===== config.mk =====
export PLATFORM = sky130hd
export DESIGN_NAME = text_to_integer_parser_core
export DESIGN_NICKNAME = d
export VERILOG_FILES = /design/src/hw/rtl/ttip_pkg.sv /design/src/hw/rtl/ttip_ctrl.sv /design/src/hw/rtl/ttip_dp.sv /design/src/hw/rtl/text_to_integer_parser_core.sv
export VERILOG_INCLUDE_DIRS = /design/src /design/src/hw/rtl
export SDC_FILE = /design/constraint.sdc
export NUM_CORES = 2
export LEC_CHECK = 0
export BUFFER_PORTS_ARGS = -buffer_cell sky130_fd_sc_hd__buf_2
export CORE_ASPECT_RATIO = 0.5
export CORE_MARGIN = 1.5
export CORE_UTILIZATION = 48
export DETAILED_ROUTE_END_ITERATION = 8
export HOLD_SLACK_MARGIN = 0.12
export PLACE_DENSITY = 0.76
export RECOVER_POWER = 50
export SYNTH_ARGS = -nofsm -noshare
export SYNTH_HDL_FRONTEND = slang
export SYNTH_HIERARCHICAL = 1
export SYNTH_SLANG_ARGS = --single-unit

===== constraint.sdc =====
create_clock -name i_clk -period 13.42 [get_ports i_clk]
set_input_delay 2.684 -clock i_clk [delete_from_list [all_inputs] [get_ports i_clk]]
set_output_delay 2.684 -clock i_clk [all_outputs]
set_load 0.005 [all_outputs]

===== src/hw/rtl/text_to_integer_parser_core_macros.svh =====
// Assertion helpers shared by the parser modules.
// Each expects i_clk and i_rst_n in the scope of the module that uses it.
`ifndef TEXT_TO_INTEGER_PARSER_CORE_MACROS_SVH
`define TEXT_TO_INTEGER_PARSER_CORE_MACROS_SVH

// Check a property on every edge outside reset
`define TTIP_ASSERT(lbl, prop, msg) \
    lbl: assert property (@(posedge i_clk) disable iff (!i_rst_n) (prop)) else $error(msg);

// Check that a condition in one cycle implies another in the next cycle
`define TTIP_ASSERT_NEXT(lbl, ante, cons, msg) \
    lbl: assert property (@(posedge i_clk) disable iff (!i_rst_n) (ante) |=> (cons)) \
        else $error(msg);

`endif


===== src/hw/rtl/ttip_pkg.sv =====
`timescale 1ns / 1ps
package ttip_pkg;

    // Configuration port
    localparam int CFG_IDX_W  = 1;
    localparam int CFG_DATA_W = 6;
    localparam logic [CFG_IDX_W-1:0] CFG_RADIX  = 1'd0;
    localparam logic [CFG_IDX_W-1:0] CFG_SIGNED = 1'd1;

    // Bases
    localparam logic [5:0] RADIX_AUTO  = 6'd0;
    localparam logic [5:0] RADIX_RESET = 6'd10;
    localparam logic [5:0] BASE_OCT    = 6'd8;
    localparam logic [5:0] BASE_DEC    = 6'd10;
    localparam logic [5:0] BASE_HEX    = 6'd16;

    // Character codes
    localparam logic [7:0] CH_TAB   = 8'd9;
    localparam logic [7:0] CH_CR    = 8'd13;
    localparam logic [7:0] CH_SPACE = 8'd32;
    localparam logic [7:0] CH_PLUS  = 8'd43;
    localparam logic [7:0] CH_MINUS = 8'd45;
    localparam logic [7:0] CH_ZERO  = 8'd48;
    localparam logic [7:0] CH_NINE  = 8'd57;
    localparam logic [7:0] CH_A_UP  = 8'd65;
    localparam logic [7:0] CH_Z_UP  = 8'd90;
    localparam logic [7:0] CH_X_UP  = 8'd88;
    localparam logic [7:0] CH_A_LO  = 8'd97;
    localparam logic [7:0] CH_Z_LO  = 8'd122;
    localparam logic [7:0] CH_X_LO  = 8'd120;
    localparam logic [7:0] DIGIT_LETTER_BASE = 8'd10;

    // Input item
    typedef struct packed {
        logic [7:0] char_code;
        logic       last_char;
    } t_in;

    // Result item
    typedef struct packed {
        logic [63:0] value_bits;
        logic [15:0] end_offset;
        logic        range_error;
        logic        no_digits;
    } t_out;

    // Decoded digit
    typedef struct packed {
        logic       valid;
        logic [5:0] value;
    } t_digit;

    // Status from datapath to controller
    typedef struct packed {
        logic is_space;
        logic is_sign;
        logic zero_path;
        logic is_x;
        logic begin_ok;
        logic cont_ok;
    } t_stat;

    // Commands from controller to datapath
    typedef struct packed {
        logic accept;
        logic set_sign;
        logic load_begin;
        logic load_hex;
        logic force_one;
        logic mac;
        logic use_begin;
        logic stop;
        logic end_pos;
        logic end_stop;
        logic end_zero;
        logic fin_load;
        logic clear;
    } t_cmd;

    // Map a character to its digit value, 0-9 then a-z / A-Z as 10-35
    function automatic t_digit digit_of(input logic [7:0] c);
        t_digit d;
        d.valid = 1'b1;
        d.value = '0;
        if (c >= CH_ZERO && c <= CH_NINE) begin
            d.value = 6'(c - CH_ZERO);
        end else if (c >= CH_A_LO && c <= CH_Z_LO) begin
            d.value = 6'(c - CH_A_LO + DIGIT_LETTER_BASE);
        end else if (c >= CH_A_UP && c <= CH_Z_UP) begin
            d.value = 6'(c - CH_A_UP + DIGIT_LETTER_BASE);
        end else begin
            d.valid = 1'b0;
        end
        return d;
    endfunction

endpackage


===== src/hw/rtl/ttip_ctrl.sv =====
`timescale 1ns / 1ps
`include "text_to_integer_parser_core_macros.svh"
module ttip_ctrl (
    input  logic            i_clk,
    input  logic            i_rst_n,
    input  logic            i_in_valid,
    output logic            o_in_ready,
    input  logic            i_last,
    input  ttip_pkg::t_stat i_stat,
    output ttip_pkg::t_cmd  o_cmd,
    output logic            o_out_valid,
    input  logic            i_out_ready
);

    typedef enum logic [4:0] {
        PH_SPACE  = 5'b00001,
        PH_START  = 5'b00010,
        PH_ZERO   = 5'b00100,
        PH_DIGITS = 5'b01000,
        PH_DONE   = 5'b10000
    } t_phase;

    t_phase          r_phase, n_phase;
    logic            r_fin, n_fin;
    logic            r_out_valid;
    logic            w_acc;
    logic            w_slot_free;
    logic            w_begin;
    ttip_pkg::t_cmd  cmd;

    assign o_in_ready  = !r_fin;
    assign w_acc       = i_in_valid && !r_fin;
    assign w_slot_free = !r_out_valid || i_out_ready;
    assign o_out_valid = r_out_valid;
    assign o_cmd       = cmd;

    // Decode the parse phase into datapath commands
    always_comb begin
        cmd     = '0;
        n_phase = r_phase;
        n_fin   = r_fin;
        w_begin = 1'b0;
        if (w_acc) begin
            cmd.accept = 1'b1;
            case (r_phase)
                PH_SPACE: begin
                    if (i_stat.is_space) begin
                        n_phase = PH_SPACE;
                    end else if (i_stat.is_sign) begin
                        cmd.set_sign = 1'b1;
                        n_phase      = PH_START;
                    end else begin
                        w_begin = 1'b1;
                    end
                end
                PH_START: begin
                    w_begin = 1'b1;
                end
                PH_ZERO: begin
                    if (i_stat.is_x) begin
                        cmd.load_hex = 1'b1;
                        n_phase      = PH_DIGITS;
                    end else begin
                        cmd.force_one = 1'b1;
                        if (i_stat.cont_ok) begin
                            cmd.mac = 1'b1;
                            n_phase = PH_DIGITS;
                        end else begin
                            cmd.stop = 1'b1;
                            n_phase  = PH_DONE;
                        end
                    end
                end
                PH_DIGITS: begin
                    if (i_stat.cont_ok) begin
                        cmd.mac = 1'b1;
                    end else begin
                        cmd.stop = 1'b1;
                        n_phase  = PH_DONE;
                    end
                end
                PH_DONE: begin
                    n_phase = PH_DONE;
                end
                default: begin
                    n_phase = PH_SPACE;
                end
            endcase
            // First character of the number: pick the base, take the digit
            if (w_begin) begin
                cmd.load_begin = 1'b1;
                if (i_stat.zero_path) begin
                    n_phase = PH_ZERO;
                end else if (i_stat.begin_ok) begin
                    cmd.mac       = 1'b1;
                    cmd.use_begin = 1'b1;
                    n_phase       = PH_DIGITS;
                end else begin
                    cmd.stop = 1'b1;
                    n_phase  = PH_DONE;
                end
            end
            if (i_last) begin
                n_fin = 1'b1;
            end
        end
        // Wrap up the string once the output slot is free
        if (r_fin) begin
            cmd.end_pos  = (r_phase == PH_ZERO) || (r_phase == PH_DIGITS);
            cmd.end_stop = (r_phase == PH_DONE);
            cmd.end_zero = (r_phase == PH_ZERO);
            if (w_slot_free) begin
                cmd.fin_load = 1'b1;
                cmd.clear    = 1'b1;
                n_phase      = PH_SPACE;
                n_fin        = 1'b0;
            end
        end
    end

    // Hold phase and finish flag
    always_ff @(posedge i_clk) begin
        if (!i_rst_n) begin
            r_phase <= PH_SPACE;
            r_fin   <= 1'b0;
        end else begin
            r_phase <= n_phase;
            r_fin   <= n_fin;
        end
    end

    // Hold the result until its transfer
    always_ff @(posedge i_clk) begin
        if (!i_rst_n) begin
            r_out_valid <= 1'b0;
        end else if (cmd.fin_load) begin
            r_out_valid <= 1'b1;
        end else if (i_out_ready) begin
            r_out_valid <= 1'b0;
        end
    end

    `TTIP_ASSERT_NEXT(a_last_starts_fin, w_acc && i_last, r_fin, "last char did not start wrap-up")
    `TTIP_ASSERT_NEXT(a_fin_gives_result, cmd.fin_load, o_out_valid, "wrap-up gave no result")
    `TTIP_ASSERT_NEXT(a_fin_rearms, cmd.fin_load, (r_phase == PH_SPACE) && !r_fin, "parse not rearmed")

endmodule


===== src/hw/rtl/ttip_dp.sv =====
`timescale 1ns / 1ps
`include "text_to_integer_parser_core_macros.svh"
module ttip_dp #(
    parameter int OFFSET_BITS = 16
) (
    input  logic                               i_clk,
    input  logic                               i_rst_n,
    input  logic                               i_cfg_we,
    input  logic [ttip_pkg::CFG_IDX_W-1:0]     i_cfg_idx,
    input  logic [ttip_pkg::CFG_DATA_W-1:0]    i_cfg_data,
    input  logic [7:0]                         i_char,
    input  ttip_pkg::t_cmd                     i_cmd,
    output ttip_pkg::t_stat                    o_stat,
    output ttip_pkg::t_out                     o_out_data
);

    localparam int PW = (OFFSET_BITS < 16) ? OFFSET_BITS : 16;

    logic [5:0]        r_radix;
    logic              r_signed;
    logic              r_neg;
    logic [5:0]        r_base;
    logic [63:0]       r_acc;
    logic              r_ovf;
    logic [PW-1:0]     r_pos;
    logic              r_have;
    logic [PW-1:0]     r_stop;
    ttip_pkg::t_out    r_out;
    ttip_pkg::t_out    n_out;

    ttip_pkg::t_digit  w_dg;
    logic [5:0]        w_begin_base;
    logic [5:0]        w_mac_base;
    logic [69:0]       w_sum;
    logic              w_wrap;
    logic              w_zero_path;
    logic              w_have;
    logic [15:0]       w_end;
    logic [63:0]       w_neg_v;

    // Hold configuration registers
    always_ff @(posedge i_clk) begin
        if (!i_rst_n) begin
            r_radix  <= ttip_pkg::RADIX_RESET;
            r_signed <= 1'b1;
        end else if (i_cfg_we) begin
            case (i_cfg_idx)
                ttip_pkg::CFG_RADIX:  r_radix  <= i_cfg_data;
                ttip_pkg::CFG_SIGNED: r_signed <= i_cfg_data[0];
                default: begin
                end
            endcase
        end
    end

    // Classify the current character
    assign w_dg        = ttip_pkg::digit_of(i_char);
    assign w_zero_path = ((r_radix == ttip_pkg::RADIX_AUTO) || (r_radix == ttip_pkg::BASE_HEX))
                         && (i_char == ttip_pkg::CH_ZERO);

    always_comb begin
        if (w_zero_path) begin
            w_begin_base = (r_radix == ttip_pkg::RADIX_AUTO) ? ttip_pkg::BASE_OCT
                                                             : ttip_pkg::BASE_HEX;
        end else begin
            w_begin_base = (r_radix == ttip_pkg::RADIX_AUTO) ? ttip_pkg::BASE_DEC : r_radix;
        end
    end

    assign o_stat.is_space  = (i_char == ttip_pkg::CH_SPACE)
                              || ((i_char >= ttip_pkg::CH_TAB) && (i_char <= ttip_pkg::CH_CR));
    assign o_stat.is_sign   = (i_char == ttip_pkg::CH_PLUS) || (i_char == ttip_pkg::CH_MINUS);
    assign o_stat.zero_path = w_zero_path;
    assign o_stat.is_x      = (i_char == ttip_pkg::CH_X_LO) || (i_char == ttip_pkg::CH_X_UP);
    assign o_stat.begin_ok  = w_dg.valid && (w_begin_base != 6'd0) && (w_dg.value < w_begin_base);
    assign o_stat.cont_ok   = w_dg.valid && (r_base != 6'd0) && (w_dg.value < r_base);

    // Multiply-accumulate; any carry above bit 63 means overflow
    assign w_mac_base = i_cmd.use_begin ? w_begin_base : r_base;
    assign w_sum      = ({6'd0, r_acc} * {64'd0, w_mac_base}) + {64'd0, w_dg.value};
    assign w_wrap     = |w_sum[69:64];

    // Advance the parse state
    always_ff @(posedge i_clk) begin
        if (!i_rst_n || i_cmd.clear) begin
            r_neg  <= 1'b0;
            r_base <= '0;
            r_acc  <= '0;
            r_ovf  <= 1'b0;
            r_pos  <= '0;
            r_have <= 1'b0;
            r_stop <= '0;
        end else begin
            if (i_cmd.accept && (r_pos != {PW{1'b1}})) begin
                r_pos <= r_pos + 1'b1;
            end
            if (i_cmd.set_sign) begin
                r_neg <= (i_char == ttip_pkg::CH_MINUS);
            end
            if (i_cmd.load_begin) begin
                r_base <= w_begin_base;
            end
            if (i_cmd.load_hex) begin
                r_base <= ttip_pkg::BASE_HEX;
            end
            if (i_cmd.force_one) begin
                r_have <= 1'b1;
            end
            if (i_cmd.mac) begin
                r_have <= 1'b1;
                if (w_wrap) begin
                    r_ovf <= 1'b1;
                    r_acc <= '1;
                end else if (!r_ovf) begin
                    r_acc <= w_sum[63:0];
                end
            end
            if (i_cmd.stop) begin
                r_stop <= r_pos;
            end
        end
    end

    // Form the result: sign, clamp and end offset
    assign w_have  = r_have || i_cmd.end_zero;
    assign w_neg_v = ~r_acc + 64'd1;

    always_comb begin
        if (i_cmd.end_pos) begin
            w_end = 16'(r_pos);
        end else if (i_cmd.end_stop) begin
            w_end = 16'(r_stop);
        end else begin
            w_end = '0;
        end
        n_out.end_offset  = w_end;
        n_out.range_error = r_ovf;
        n_out.no_digits   = 1'b0;
        if (r_signed) begin
            if (r_neg) begin
                if (r_acc[63] && (|r_acc[62:0])) begin
                    n_out.value_bits  = {1'b1, 63'd0};
                    n_out.range_error = 1'b1;
                end else begin
                    n_out.value_bits = w_neg_v;
                end
            end else if (r_acc[63]) begin
                n_out.value_bits  = {1'b0, {63{1'b1}}};
                n_out.range_error = 1'b1;
            end else begin
                n_out.value_bits = r_acc;
            end
        end else if (r_ovf) begin
            n_out.value_bits = '1;
        end else begin
            n_out.value_bits = r_neg ? w_neg_v : r_acc;
        end
        if (!w_have) begin
            n_out.value_bits  = '0;
            n_out.end_offset  = '0;
            n_out.range_error = 1'b0;
            n_out.no_digits   = 1'b1;
        end
    end

    // Hold the output payload
    always_ff @(posedge i_clk) begin
        if (i_cmd.fin_load) begin
            r_out <= n_out;
        end
    end

    assign o_out_data = r_out;

    `TTIP_ASSERT(a_ovf_saturates, !r_ovf || (&r_acc), "overflow without saturated accumulator")

endmodule


===== src/hw/rtl/text_to_integer_parser_core.sv =====
// The last character's transfer sets the finish flag; the wrap-up then registers the result and its valid.
// Throughput: one character per cycle outside wrap-up; after each string's last character
// a wrap-up step follows, in which no character is taken; it waits while a result is held.
// Digit accumulation is one 64x6 multiply-add per character in the datapath.
// Reset (synchronous, active low) sets radix 10, signed mode, and an empty parse.
`timescale 1ns / 1ps
module text_to_integer_parser_core #(
    parameter int OFFSET_BITS = 16
) (
    input  logic                               i_clk,
    input  logic                               i_rst_n,
    input  logic                               i_cfg_we,
    input  logic [ttip_pkg::CFG_IDX_W-1:0]     i_cfg_idx,
    input  logic [ttip_pkg::CFG_DATA_W-1:0]    i_cfg_data,
    input  logic                               i_in_valid,
    output logic                               o_in_ready,
    input  ttip_pkg::t_in                      i_in_data,
    output logic                               o_out_valid,
    input  logic                               i_out_ready,
    output ttip_pkg::t_out                     o_out_data
);

    ttip_pkg::t_cmd  w_cmd;
    ttip_pkg::t_stat w_stat;

    // Sequence the parse phases
    ttip_ctrl u_ctrl (
        .i_clk       (i_clk),
        .i_rst_n     (i_rst_n),
        .i_in_valid  (i_in_valid),
        .o_in_ready  (o_in_ready),
        .i_last      (i_in_data.last_char),
        .i_stat      (w_stat),
        .o_cmd       (w_cmd),
        .o_out_valid (o_out_valid),
        .i_out_ready (i_out_ready)
    );

    // Accumulate digits and form the result
    ttip_dp #(
        .OFFSET_BITS (OFFSET_BITS)
    ) u_dp (
        .i_clk      (i_clk),
        .i_rst_n    (i_rst_n),
        .i_cfg_we   (i_cfg_we),
        .i_cfg_idx  (i_cfg_idx),
        .i_cfg_data (i_cfg_data),
        .i_char     (i_in_data.char_code),
        .i_cmd      (w_cmd),
        .o_stat     (w_stat),
        .o_out_data (o_out_data)
    );

endmodule

==> flow_summary.ini <==
[outcome]
violations = capacitance limit, slew limit
status = complete, but fails checks

[global_route]
grt_first_pass_wirelength_um = 112000
grt_pass1_vias = 20600
grt_start_max_net_pins = 74
antenna_found_initial = 0
grt_usage_pct = 26.4
overflow = 0

[drt]
vias = 21100
topRoutingLayerUsed = met4
wire_per_inst_um = 19.8
met2_length_um = 30100
postRouteAntennaNets = 0
route.met3.wl_um = 6950
drt_first_pass_iters = 6
m1WireLength_um = 29900
vias_per_cell = 6.08
detail_route.iter0.violations = 2200
wirelength_um = 68700
drc = 0

[yosys]
avgSynthCellArea_sq_um = 8.59
synth_top_area_cell = fa_1
ys_types = 90
synth_seq_cells = 201
synth_edf_count = 82
syn_inst = 2832
syn-cell-area_sq_um = 24300
synthFlopType = dfxtp_1
yosys_warnings = 6
synthTopCellsByArea = fa_1 21%, edfxtp_1 10%, dfxtp_1 9.8%, nor2b_1 9.3%, ha_1 8.6%
syn_nets = 3272
async_flop_share_pct = 0
synth_top_area_share_pct = 20.7
synth_seq_area_share_pct = 19.9

[pwr]
total_power_mw = 1.70
powerDensity_nw_per_um2 = 65.8
p_leak_nw = 10.6
irDropWorstVdd_mv = 0.0784

[critical_path]
reg2reg_setup_slack_ns = 3.66
crit_fanout = 35
critPathMaxStageDelay_ns = 0.65
critPathLaunchType = input port
endpoint_kind = flop
critPathKind = in2reg
critPathSlowestCell = or4b_2
cp.required_ns = 13.81
path_common_cell = ha_1
cp.arrival_ns = 13.18

[floorplanning]
start_util_pct = 48.5
row_count = 58
die_area_sq_um = 52100
core_sq_um = 50100
die_w_um = 321
die_y_um = 162
io_pins = 105

[sta]
fin_setup_tns_ns = 0
drv_slew = 124
slew-limit-headroom_pct = -141
timing.hold.ws_ns = 0.459
fin_crit_sh_pct = 95.3
tightestPinTransition_ns = 3.61
setup_viol = 0
final.setup_skew_ns = 0.0223
finalHoldViolCount = 0
final.min_clock_period_ns = 12.79
fmax_mhz = 78.2
rsz0062_at_grt = false

[placement]
hpwl_um = 52000
portBuffers = 104
dpl_cell_area_sq_um = 25200
gp_congestion = 0.989
placedCellCount = 3431

[finish]
fillers = 4631
finalInstanceArea_sq_um = 25900
layout_common_cells = 360 x nor2b_1, 261 x nor2_1, 252 x fa_1
final_common_cell = nor2b_1
syn_to_final_growth_pct = 6.35
final_cells = 3471
diodes = 0
drive_above_1_share_pct = 5.97
fin_nets = 3205

[cts]
clock_sinks = 201
cts_tree = done
post_cts_buffers = 0
clock_latency_ns = 0.55
post_cts_resized = 0
clk_path_buf_depth = 3
cts-root-buf = clkbuf_16
htreeDepth = 1
clkSlewWorstSetupHoldPaths_ns = 0.07
numCtsBuffers = 22
cts_hold_buf = 0

[flow_run]
cap_violations = 2

[hold_path]
min_path_type = reg2reg
[kinds of logic after synthesis]
logic type / Yosys count / synth area share [%]
buffers and inverters: 329 / 5.25
AND/OR/NAND/NOR: 1127 / 23.9
flip-flops: 201 / 19.9
AO/OA/AOI/OAI: 605 / 16.0
adder cells (fa/ha/maj): 419 / 29.3
multiplexers: 30 / 1.23
XOR/XNOR: 121 / 4.36
[routing by layer]
metal | GRT usage, % | vias up
met5 | 0 | -
met3 | 5.24 | 109
met2 | 40.8 | 981
met1 | 37.8 | 10400
met4 | 7.12 | 0
li1 | - | 9601
[report_power, final]
group	internal, mW	switching, mW	leakage (nW)
Combinational	0.132	0.254	8.55
Sequential	0.660	0.0373	1.70
Clock	0.339	0.278	0.344
Total	1.13	0.570	10.6
[sequential cells by signal, summed over array words and instances (netlist names)]
signal	flops
u_ctrl/o_out_valid	1
u_ctrl/r_fin	1
u_ctrl/r_phase	5
u_dp/o_out_data	82
u_dp/r_acc	64
u_dp/r_base	6
u_dp/r_have	1
u_dp/r_neg	1
u_dp/r_ovf	1
u_dp/r_pos	16
u_dp/r_radix	6
u_dp/r_signed	1
u_dp/r_stop	16
[path summary, 6_finish.rpt]
| kind | startpoint | endpoint | cells after the start |
|---|---|---|---|
| setup reg to reg | u_dp/r_radix[0] | u_dp/r_acc[44] | 32 |
| hold / removal | u_dp/r_signed | u_dp/r_signed | 2 |
| setup / recovery | i_in_data[2] | u_dp/r_acc[44] | 39 |
| hold reg to reg | u_dp/r_signed | u_dp/r_signed | 2 |
[critical path, delay by kind of cell]
kind,cells,cell delay (ns)
adder cells (fa/ha/maj),7,2.78
AND/OR/NAND/NOR,14,3.82
multiplexers,1,0.31
buffers and inverters,6,1.35
AO/OA/AOI/OAI,11,2.13
[through the flow]
step	setup WS, ns	util, %
detailed placement	0.0567	50.3
floorplan	1.25	-
global placement	0.291	50.3
finish	0.626	51.6
global route	0.0623	51.6
CTS	0.627	51.7
[synth_stat cells, types with 18 or more instances]
master    number
a211oi_1      67
a21o_1        34
a21oi_1      179
a221oi_1      33
a31oi_1       36
clkbuf_1     204
dfxtp_1      119
edfxtp_1      82
fa_1         252
ha_1         167
inv_1         96
mux2i_1       30
nand2_1      234
nand2b_1      30
nand3_1       42
nand4_1       44
nor2_1       266
nor2b_1      360
nor3_1        48
o211ai_1      24
o21ai_0      118
o21bai_1      18
or3_1         19
xnor2_1       61
xor2_1        60
[layout make-up]
cell class	count	area [sq um]	area share, %
Inverter	99	372	1.44
Sequential cell	201	4850	18.7
Multi-Input combinational cell	2302	18300	70.7
Clock inverter	12	78.8	0.305
Tap cell	690	863	3.34
Clock buffer	28	637	2.46
Timing Repair Buffer	139	767	2.97
Note: power is estimated with default switching activity, not from simulation.
